## config.mk

```make
export PLATFORM = sky130hd
export DESIGN_NAME = autoranging_meter_controller_flat
export DESIGN_NICKNAME = d
export VERILOG_FILES = /design/src/sv/amc_pkg.sv /design/src/sv/amc_if.sv /design/src/sv/amc_div.sv /design/src/sv/autoranging_meter_controller.sv /design/src/flat_wrapper.sv
export SDC_FILE = /design/constraint.sdc
export NUM_CORES = 2
export LEC_CHECK = 0
export ABC_AREA = 1
export BUFFER_PORTS_ARGS = -buffer_cell sky130_fd_sc_hd__buf_4
export CAP_MARGIN = 10
export CORE_ASPECT_RATIO = 0.75
export CORE_MARGIN = 1
export CORE_UTILIZATION = 45
export DETAILED_ROUTE_END_ITERATION = 6
export PLACE_DENSITY = 0.68
export SYNTH_ARGS = -nofsm -noshare
export SYNTH_HDL_FRONTEND = slang
export SYNTH_HIERARCHICAL = 1
export SYNTH_SLANG_ARGS = --single-unit
```

## constraint.sdc

```tcl
create_clock -name clk_i -period 15.7 [get_ports clk_i]
set_input_delay 0 -clock clk_i [delete_from_list [all_inputs] [get_ports clk_i]]
set_output_delay 0 -clock clk_i [all_outputs]
set_load 0.02 [all_outputs]
```

## src/sv/amc_pkg.sv

```systemverilog
// Package for the autoranging meter controller: constants, register indexes, types.
// No dependencies.
package amc_pkg;
  localparam int unsigned RdW = 34;
  localparam logic [RdW-1:0] RdMax = {RdW{1'b1}};
  localparam int unsigned CfgW = 26;
  localparam int unsigned DivW = 48;

  localparam logic [2:0] CfgFullRef  = 3'd0;
  localparam logic [2:0] CfgMidRef   = 3'd1;
  localparam logic [2:0] CfgLowRef   = 3'd2;
  localparam logic [2:0] CfgHighRes  = 3'd3;
  localparam logic [2:0] CfgMidRes   = 3'd4;
  localparam logic [2:0] CfgLowRes   = 3'd5;
  localparam logic [2:0] CfgClockHz  = 3'd6;

  localparam logic [1:0] ModeReady = 2'd0;
  localparam logic [1:0] ModeVolt  = 2'd1;
  localparam logic [1:0] ModeOhm   = 2'd2;
  localparam logic [1:0] ModeFreq  = 2'd3;

  typedef struct packed {
    logic [7:0]  adc_sample;
    logic        capture_event;
    logic [15:0] capture_count;
    logic        overflow_event;
    logic        type_press;
    logic        auto_press;
    logic        range_press;
  } req_t;

  typedef struct packed {
    logic [1:0]     mode;
    logic           auto_ranging;
    logic [1:0]     range_select;
    logic [RdW-1:0] reading;
    logic           overrange;
  } rsp_t;
endpackage

```

## src/sv/amc_if.sv

```systemverilog
// Valid/ready channel interface carrying one payload of type T.
// No dependencies; the payload type is given by the parameter T.
interface amc_if #(parameter type T = logic) ();
  logic valid;
  logic ready;
  T     data;
  modport source (output valid, output data, input ready);
  modport sink (input valid, input data, output ready);
endinterface

```

## src/sv/amc_div.sv

```systemverilog
// Shared restoring divider, one quotient bit per cycle.
// Depends on amc_pkg.
module amc_div (
  input  logic                   clk_i,
  input  logic                   rst_ni,
  input  logic                   start_i,
  input  logic [amc_pkg::DivW-1:0] num_i,
  input  logic [amc_pkg::DivW-1:0] den_i,
  output logic                   done_o,
  output logic [amc_pkg::DivW-1:0] quo_o
);
  import amc_pkg::*;
  logic [DivW-1:0] rem_q, rem_d, quo_q, quo_d, den_q;
  logic [5:0] cnt_q, cnt_d;
  logic busy_q, busy_d;
  logic [DivW:0] trial;

  always_comb begin
    rem_d = rem_q; quo_d = quo_q; cnt_d = cnt_q; busy_d = busy_q;
    trial = {rem_q, quo_q[DivW-1]} - {1'b0, den_q};
    if (start_i) begin
      rem_d = '0; quo_d = num_i; cnt_d = 6'(DivW); busy_d = 1'b1;
    end else if (busy_q) begin
      if (!trial[DivW]) rem_d = trial[DivW-1:0];
      else rem_d = {rem_q[DivW-2:0], quo_q[DivW-1]};
      quo_d = {quo_q[DivW-2:0], ~trial[DivW]};
      cnt_d = cnt_q - 6'd1;
      if (cnt_q == 6'd1) busy_d = 1'b0;
    end
  end

  always_ff @(posedge clk_i or negedge rst_ni) begin
    if (!rst_ni) begin
      busy_q <= 1'b0; cnt_q <= '0;
    end else begin
      busy_q <= busy_d; cnt_q <= cnt_d;
    end
  end
  always_ff @(posedge clk_i) begin
    rem_q <= rem_d; quo_q <= quo_d;
    if (start_i) den_q <= den_i;
  end
  assign done_o = busy_q && (cnt_q == 6'd1);
  assign quo_o = quo_d;
endmodule

```

## src/sv/autoranging_meter_controller.sv

```systemverilog
// Top level of the autoranging meter controller: sequencer, state, config registers.
// Depends on amc_pkg, amc_if and amc_div.
//
// Usage: one request on req is one pass of the measuring loop (sample, capture
// and overflow events, button pulses). Each request yields one response on rsp
// with mode, auto flag, range, reading and overrange flag.
// Flow: a request is taken in StIdle, then passes StDiv, StFin and StOut;
// voltage, resistance and frequency requests that need a quotient also pass
// StWait on the shared 48-bit divider, one quotient bit per cycle.
// The divider loop sets the rate: one request at a time, req.ready is low
// while a request is in work and while a response is held, so a new request
// is taken only once the response to the last one has been consumed.
// Reset clears mode to ready, manual ranging, all ranges to zero, period to one
// and all stored readings to zero; config registers take calibrated defaults.
// A stalled receiver holds the response; the next request is taken once the
// response has been consumed. Config writes are taken at any edge with
// cfg_we_i high and are meant for idle periods only.
module autoranging_meter_controller (
  input  logic                  clk_i,
  input  logic                  rst_ni,
  input  logic                  cfg_we_i,
  input  logic [2:0]            cfg_idx_i,
  input  logic [amc_pkg::CfgW-1:0] cfg_data_i,
  amc_if.sink                   req,
  amc_if.source                 rsp
);
  import amc_pkg::*;

  localparam logic [2:0] StIdle = 3'd0;
  localparam logic [2:0] StDiv  = 3'd1;
  localparam logic [2:0] StWait = 3'd2;
  localparam logic [2:0] StFin  = 3'd3;
  localparam logic [2:0] StOut  = 3'd4;

  logic [2:0] st_q, st_d;
  logic [12:0] full_q, mid_q, low_q;
  logic [19:0] rh_q, rm_q, rl_q;
  logic [25:0] clk_hz_q;
  logic [1:0] mode_q, vr_q, or_q;
  logic fr_q, auto_q, pr_q, ovp_q;
  logic [15:0] per_q;
  logic [RdW-1:0] vv_q, ov_q, fv_q;
  req_t r_q;
  rsp_t out_q;
  logic use_auto_q;

  logic div_start, div_done;
  logic [DivW-1:0] div_num, div_den, div_quo;
  logic [DivW-1:0] quo_q;

  amc_div u_div (
    .clk_i, .rst_ni, .start_i(div_start), .num_i(div_num), .den_i(div_den),
    .done_o(div_done), .quo_o(div_quo)
  );

  // operand selection, after capture latched into per_q / pr_q
  logic [12:0] vref;
  logic [19:0] rres;
  logic [7:0] s;
  logic [20:0] vprod;
  logic [27:0] rnum;
  logic [7:0] rden;
  logic rinf;
  logic [35:0] fnum;
  logic [18:0] fden;
  always_comb begin
    s = r_q.adc_sample;
    unique case (vr_q)
      2'd1: vref = mid_q;
      2'd2: vref = low_q;
      default: vref = full_q;
    endcase
    unique case (or_q)
      2'd1: rres = rm_q;
      2'd2: rres = rl_q;
      default: rres = rh_q;
    endcase
    vprod = 21'(s) * 21'(vref);
    rnum = 28'(rres) * 28'(s);
    rinf = (s == 8'hff) || (full_q == '0);
    rden = 8'hff - s;
    fnum = 36'(clk_hz_q) * 36'd1000;
    fden = fr_q ? {per_q, 3'b000} : {3'b000, per_q};
    div_num = '0; div_den = 48'd1;
    unique case (mode_q)
      ModeVolt: begin
        div_num = 48'(vprod) + 48'd127; div_den = 48'd255;
      end
      ModeOhm: begin
        div_num = 48'(rnum) + 48'(rden[7:1]); div_den = 48'(rden);
      end
      default: begin
        div_num = 48'(fnum) + 48'(fden[18:1]); div_den = 48'(fden);
      end
    endcase
  end

  // need a divide this pass?
  logic need_div;
  always_comb begin
    unique case (mode_q)
      ModeVolt: need_div = 1'b1;
      ModeOhm: need_div = !rinf;
      ModeFreq: need_div = (!use_auto_q || pr_q) && (fden != '0);
      default: need_div = 1'b0;
    endcase
  end

  logic [RdW-1:0] qsat;
  assign qsat = (quo_q > 48'(RdMax)) ? RdMax : quo_q[RdW-1:0];

  // resistance range compares
  logic [44:0] rn45;
  logic le30k, le3k, ge70k, ge7k;
  always_comb begin
    rn45 = 45'(rnum);
    le30k = !rinf && (rn45 <= 45'(rden) * 45'd30000);
    le3k  = !rinf && (rn45 <= 45'(rden) * 45'd3000);
    ge70k = rinf || (rn45 >= 45'(rden) * 45'd70000);
    ge7k  = rinf || (rn45 >= 45'(rden) * 45'd7000);
  end
  logic signed [22:0] vlim_mid, vlim_low, vsig;
  assign vsig = 23'(vprod);
  assign vlim_mid = (23'(mid_q) - 23'sd200) * 23'sd255;
  assign vlim_low = (23'(low_q) - 23'sd200) * 23'sd255;

  logic [1:0] mode_d, vr_d, or_d;
  logic fr_d, auto_d, pr_d, ovp_d;
  logic [15:0] per_d;
  logic [RdW-1:0] vv_d, ov_d, fv_d, fv_new;
  rsp_t out_d;
  logic [1:0] nm;

  always_comb begin
    mode_d = mode_q; vr_d = vr_q; or_d = or_q; fr_d = fr_q; auto_d = auto_q;
    pr_d = pr_q; ovp_d = ovp_q; per_d = per_q; vv_d = vv_q; ov_d = ov_q; fv_d = fv_q;
    out_d = out_q; st_d = st_q; div_start = 1'b0; fv_new = fv_q; nm = mode_q;
    unique case (st_q)
      StIdle: begin
        if (req.valid) begin
          if (req.data.capture_event) begin
            per_d = req.data.capture_count; pr_d = 1'b1;
          end
          if (req.data.overflow_event) ovp_d = 1'b1;
          st_d = StDiv;
        end
      end
      StDiv: begin
        if (need_div) begin
          div_start = 1'b1; st_d = StWait;
        end else st_d = StFin;
      end
      StWait: if (div_done) st_d = StFin;
      StFin: begin
        if (mode_q != ModeReady && r_q.auto_press) auto_d = ~auto_q;
        unique case (mode_q)
          ModeVolt: begin
            vv_d = qsat;
            if (use_auto_q) begin
              priority case (vr_q)
                2'd1: if (vsig <= vlim_low) vr_d = 2'd2;
                      else if (s == 8'hff) vr_d = 2'd0;
                2'd2: if (s == 8'hff) vr_d = 2'd1;
                default: if (vsig <= vlim_mid) vr_d = 2'd1;
              endcase
            end else if (r_q.range_press) vr_d = (vr_q >= 2'd2) ? 2'd0 : vr_q + 2'd1;
          end
          ModeOhm: begin
            ov_d = rinf ? RdMax : qsat;
            if (use_auto_q) begin
              priority case (or_q)
                2'd1: if (le3k) or_d = 2'd2;
                      else if (ge70k) or_d = 2'd0;
                2'd2: if (ge7k) or_d = 2'd1;
                default: if (le30k) or_d = 2'd1;
              endcase
            end else if (r_q.range_press) or_d = (or_q >= 2'd2) ? 2'd0 : or_q + 2'd1;
          end
          ModeFreq: begin
            fv_new = (fden == '0) ? RdMax : qsat;
            if (use_auto_q) begin
              if (pr_q) fv_d = fv_new;
              if (!fr_q) begin
                if (ovp_q) begin
                  ovp_d = 1'b0; fr_d = 1'b1; pr_d = 1'b0;
                end
              end else if (fv_d > 34'd400000) begin
                fr_d = 1'b0; pr_d = 1'b0;
              end
            end else begin
              fv_d = fv_new;
              if (r_q.range_press) fr_d = ~fr_q;
            end
          end
          default: ;
        endcase
        if (r_q.type_press) begin
          nm = mode_q + 2'd1;
          mode_d = nm;
          if (nm != ModeReady) auto_d = 1'b0;
          if (nm == ModeFreq) per_d = 16'd1;
        end
        out_d.mode = mode_d;
        out_d.auto_ranging = auto_d;
        unique case (mode_d)
          ModeVolt: begin out_d.range_select = vr_d; out_d.reading = vv_d; end
          ModeOhm: begin out_d.range_select = or_d; out_d.reading = ov_d; end
          ModeFreq: begin out_d.range_select = {1'b0, fr_d}; out_d.reading = fv_d; end
          default: begin out_d.range_select = 2'd0; out_d.reading = '0; end
        endcase
        out_d.overrange = (out_d.reading == RdMax);
        st_d = StOut;
      end
      StOut: if (rsp.ready) st_d = StIdle;
      default: st_d = StIdle;
    endcase
  end

  assign req.ready = (st_q == StIdle);
  assign rsp.valid = (st_q == StOut);
  assign rsp.data = out_q;

  always_ff @(posedge clk_i or negedge rst_ni) begin
    if (!rst_ni) begin
      st_q <= StIdle;
      full_q <= 13'd5030; mid_q <= 13'd2540; low_q <= 13'd1100;
      rh_q <= 20'd92900; rm_q <= 20'd9950; rl_q <= 20'd993;
      clk_hz_q <= 26'd16000000;
      mode_q <= ModeReady; auto_q <= 1'b0; vr_q <= '0; or_q <= '0; fr_q <= 1'b0;
      per_q <= 16'd1; pr_q <= 1'b0; ovp_q <= 1'b0;
      vv_q <= '0; ov_q <= '0; fv_q <= '0;
    end else begin
      st_q <= st_d;
      mode_q <= mode_d; auto_q <= auto_d; vr_q <= vr_d; or_q <= or_d; fr_q <= fr_d;
      per_q <= per_d; pr_q <= pr_d; ovp_q <= ovp_d;
      vv_q <= vv_d; ov_q <= ov_d; fv_q <= fv_d;
      if (cfg_we_i) begin
        unique case (cfg_idx_i)
          CfgFullRef: full_q <= cfg_data_i[12:0];
          CfgMidRef:  mid_q <= cfg_data_i[12:0];
          CfgLowRef:  low_q <= cfg_data_i[12:0];
          CfgHighRes: rh_q <= cfg_data_i[19:0];
          CfgMidRes:  rm_q <= cfg_data_i[19:0];
          CfgLowRes:  rl_q <= cfg_data_i[19:0];
          CfgClockHz: clk_hz_q <= cfg_data_i;
          default: ;
        endcase
      end
    end
  end

  always_ff @(posedge clk_i) begin
    out_q <= out_d;
    if (div_done) quo_q <= div_quo;
    if (st_q == StIdle && req.valid) begin
      r_q <= req.data;
      use_auto_q <= auto_q;
    end
  end
endmodule

```

## src/flat_wrapper.sv

```systemverilog
// flat-port wrapper written by rule: the top's interface ports become plain ports
module autoranging_meter_controller_flat import amc_pkg::*;
  (clk_i, rst_ni, cfg_we_i, cfg_idx_i, cfg_data_i, req_valid, req_data, req_ready, rsp_valid, rsp_data, rsp_ready);
  amc_if #(.T(req_t)) req_i ();
  amc_if #(.T(rsp_t)) rsp_i ();
  input  logic clk_i;
  input  logic rst_ni;
  input  logic cfg_we_i;
  input  logic [2:0] cfg_idx_i;
  input  logic [amc_pkg::CfgW-1:0] cfg_data_i;
  input wire logic [$bits(req_i.valid)-1:0] req_valid;
  input wire logic [$bits(req_i.data)-1:0] req_data;
  output wire logic [$bits(req_i.ready)-1:0] req_ready;
  output wire logic [$bits(rsp_i.valid)-1:0] rsp_valid;
  output wire logic [$bits(rsp_i.data)-1:0] rsp_data;
  input wire logic [$bits(rsp_i.ready)-1:0] rsp_ready;
  assign req_i.valid = req_valid;
  assign req_i.data = req_data;
  assign req_ready = req_i.ready;
  assign rsp_valid = rsp_i.valid;
  assign rsp_data = rsp_i.data;
  assign rsp_i.ready = rsp_ready;
  autoranging_meter_controller u_core (.clk_i(clk_i), .rst_ni(rst_ni), .cfg_we_i(cfg_we_i), .cfg_idx_i(cfg_idx_i), .cfg_data_i(cfg_data_i), .req(req_i), .rsp(rsp_i));
endmodule
```

==> metrics.csv <==
stage,metric,value,unit
layout,Final Util,0.499,
yosys,sequential fraction of the synthesis area,0.234,
worst_setup_path,WS Path Type,register to register,
floorplanning,# IOs,105,
hold_path,hold crit path type,primary input to register,
sta,Final period util,0.543,
worst_setup_path,cells on worst reg2reg path,39,
status,outcome,finished clean,
layout,Diodes inserted,0,
worst_setup_path,r2r setup slk,7.18,ns
sta,fin crit period,8.52,ns
yosys,async set or reset register ratio after synthesis,0.519,
yosys,number of synthesized register bits,507,
floorplanning,Starting Density,0.455,
sta,worst setup margin,7.18,ns
yosys,number of enable flip-flop cells after synthesis,148,
sta,Worst Max-Slew Pin Slew,1.17,ns
clock_network,clk buf depth,3,
worst_setup_path,required time of the worst setup path,16.14,ns
floorplanning,row count,111,
worst_setup_path,crit path DAT,8.97,ns
worst_setup_path,Worst path slowest cell,inv_1,
clock_network,Clock Sinks,507,
clock_network,Clock Latency Late Sink,0.69,ns
route,Routed WL,169000,um
layout,layout cells sized above 1,0.0602,
sta,Max Fclk,117,MHz
route,post-route ant nets,0,
floorplanning,Die X,408,um
worst_setup_path,Worst Setup Start Kind,register,
worst_setup_path,CP Capture Type,register,
worst_setup_path,most frequent CP cell,nand2_1,
yosys,most frequent cell after synthesis,nand2_1,
sta,slew margin rel.,0.220,
global_routing,met2 Usage GRT,0.399,
route,total number of vias,48700,
hold_path,worst hold endpoint,u_core/r_q[1]$_DFFE_PP_,
run,Max Cap Viol,0,
clock_network,Post-CTS Setup Bufs,0,
sta,TNS Setup,0,ns
yosys,Synth Area per Inst,7.68,sq um
sta,count of final setup violators,0,
clock_network,CTS Root Cell,clkbuf_16,
global_routing,first-pass GRT wire length,266000,um
route,Avg WL per Cell,18.6,um
clock_network,CTS Buf Count,55,
global_routing,global route overflow,0,
global_routing,vias in the first global route,46700,
layout,Syn-to-layout area delta,9.76,%
route,1st-iter DRT viols,4613,
clock_network,clock-pin slew on the worst setup and hold paths,0.07,ns
worst_setup_path,CP max stage delay,0.70,ns
place,# placed instances,8909,
worst_setup_path,FF-to-FF End,u_core/rsp.data[36]$_DFFE_PP_,
global_routing,GR Layer Usage met3,0.0463,
layout,final non-filler cell total,9077,
hold_path,Worst Min Path Start,req_data[1],
sta,final max-slew violation count,0,
place,port bufs,104,
route,drt drc,0,
yosys,Main synth FF type,dfrtp_1,
global_routing,antenna violations before repair,4,
sta,final setup skew,0.0537,ns
yosys,"Cell Area, Synth",0.0557,sq mm
place,pre-CTS WS,7.25,ns
worst_setup_path,origin of the critical flop-to-flop path,u_core/or_q[0]$_DFFE_PN0P_,
yosys,"top cells by area, synth","fa_1, ha_1, nand2_1, dfrtp_1, inv_1",
yosys,top cell type's share of synthesized area,0.169,
sta,RSZ-0062 raised after global routing,no,
yosys,"Distinct cells, synth",71,
floorplanning,DIE AREA,0.125,sq mm
clock_network,post-CTS resize count,0,
hold_path,hold path depth,2,
route,drt via density,5.36,
sta,final hold vios,0,
yosys,leading cell types by count after synthesis,"nand2_1, inv_1, ha_1, nor2_1, fa_1",
clock_network,CTS tree,yes,
floorplanning,die height,307,um
clock_network,H-tree depth,2,
yosys,dominant cell type by area after synthesis,fa_1,
route,Initial DRT Pass Iterations,6,
global_routing,largest net degree at the start of global routing,98,
yosys,yosys warns,6,
floorplanning,Core Region,0.122,sq mm
global_routing,GRT Total Usage,0.268,
global_routing,met1 usage,0.400,
global_routing,GRT Max-Usage Layer,met1,
layout,# nets final,8517,
place,gpl congestion,0.986,
yosys,Synth Instances,7257,
place,DP HPWL,133000,um
worst_setup_path,CP max FO,22,
-- logic make-up (layout without fill, tap and decap cells) --
group | Yosys count | after routing | share of synthesized area
XOR/XNOR | 207 | 207 | 0.0340
AO/OA/AOI/OAI | 1101 | 1101 | 0.114
buffers and inverters | 1545 | 1688 | 0.106
adder cells (fa/ha/maj) | 1062 | 1062 | 0.302
AND/OR/NAND/NOR | 2829 | 2829 | 0.209
flip-flops | 507 | 507 | 0.234
multiplexers | 5 | 5 | 0.000988
other | 1 | 40 | 0.0000673
-- layer usage --
layer | wire length, um | up-vias | share of wire
li1 | - | 23400 | -
met1 | 79600 | 23200 | 0.47
met2 | 69800 | 1862 | 0.41
met3 | 14900 | 222 | 0.088
met4 | 4520 | 2 | 0.027
met5 | 13 | - | 0.000077
-- through the flow --
step           instance area (sq um)  hold slack (ns)
2_1_floorplan                  55800           -0.296
3_3_place_gp                   58300          -0.0284
3_5_place_dp                   58300          -0.0323
4_1_cts                        61100           0.0126
5_1_grt                        61100           0.0339
6_report                       61100           0.0465
-- worst max-delay path, delay by kind of cell (launching register included) --
kind                     cells  cell delay (ns)
XOR/XNOR                     1             0.56
AO/OA/AOI/OAI                5             1.04
AND/OR/NAND/NOR             18             1.52
buffers and inverters        8             1.53
adder cells (fa/ha/maj)      7             3.15
flip-flops                   1             0.41
-- sequential cells by signal, indices dropped and copies added, names as in the netlist, 26 cells and up --
signal	flops
u_core/rsp.data	40
u_core/u_div/rem_q	48
u_core/clk_hz_q	26
u_core/vv_q	34
u_core/u_div/den_q	48
u_core/quo_q	48
u_core/u_div/quo_q	48
u_core/fv_q	34
u_core/ov_q	34
-- worst max-delay path by stage --
stage,start,endpoint,slack (ns),cells after the start
2_1_floorplan,u_core/or_q[1]$_DFFE_PN0P_,u_core/rsp.data[35]$_DFFE_PP_,8.80,41
3_3_place_gp,u_core/or_q[0]$_DFFE_PN0P_,u_core/rsp.data[36]$_DFFE_PP_,7.38,40
3_5_place_dp,u_core/or_q[0]$_DFFE_PN0P_,u_core/rsp.data[36]$_DFFE_PP_,7.25,39
4_1_cts,u_core/or_q[0]$_DFFE_PN0P_,u_core/rsp.data[36]$_DFFE_PP_,7.23,39
5_1_grt,u_core/or_q[0]$_DFFE_PN0P_,u_core/rsp.data[35]$_DFFE_PP_,6.51,41
6_report,u_core/or_q[0]$_DFFE_PN0P_,u_core/rsp.data[36]$_DFFE_PP_,7.18,39
-- what timing repair did --
item,in CTS,in global routing
endpoints found under the setup margin,0,0
hold buffers,63,0
hold endpoints to repair,267,0
-- cells in the final DEF (no fill, tap or decap), drive strengths merged, types with 70 or more instances in the layout --
master  netlist  routed
a21oi       334     334
buf          41     155
clkbuf      138      70
dfrtp       213     213
dfxtp        96      96
edfxtp      148     148
fa          470     470
ha          592     592
inv        1359    1370
nand2      1767    1767
nand3       277     277
nor2        594     594
o21ai       479     479
o221ai       76      76
xnor2        96      96
xor2        111     111
-- final cells by class --
type	instances	area, sq um
Multi-Input combinational cell	5244	37000
Inverter	1366	5130
Clock buffer	69	1570
Fill cell	11900	61400
Tap cell	1638	2050
Clock inverter	35	581
Sequential cell	507	13000
Timing Repair Buffer	218	1820
Power is left out: the tool's default activity adds up to more than one toggle a clock period on the data nets, which glitch-free logic cannot reach.
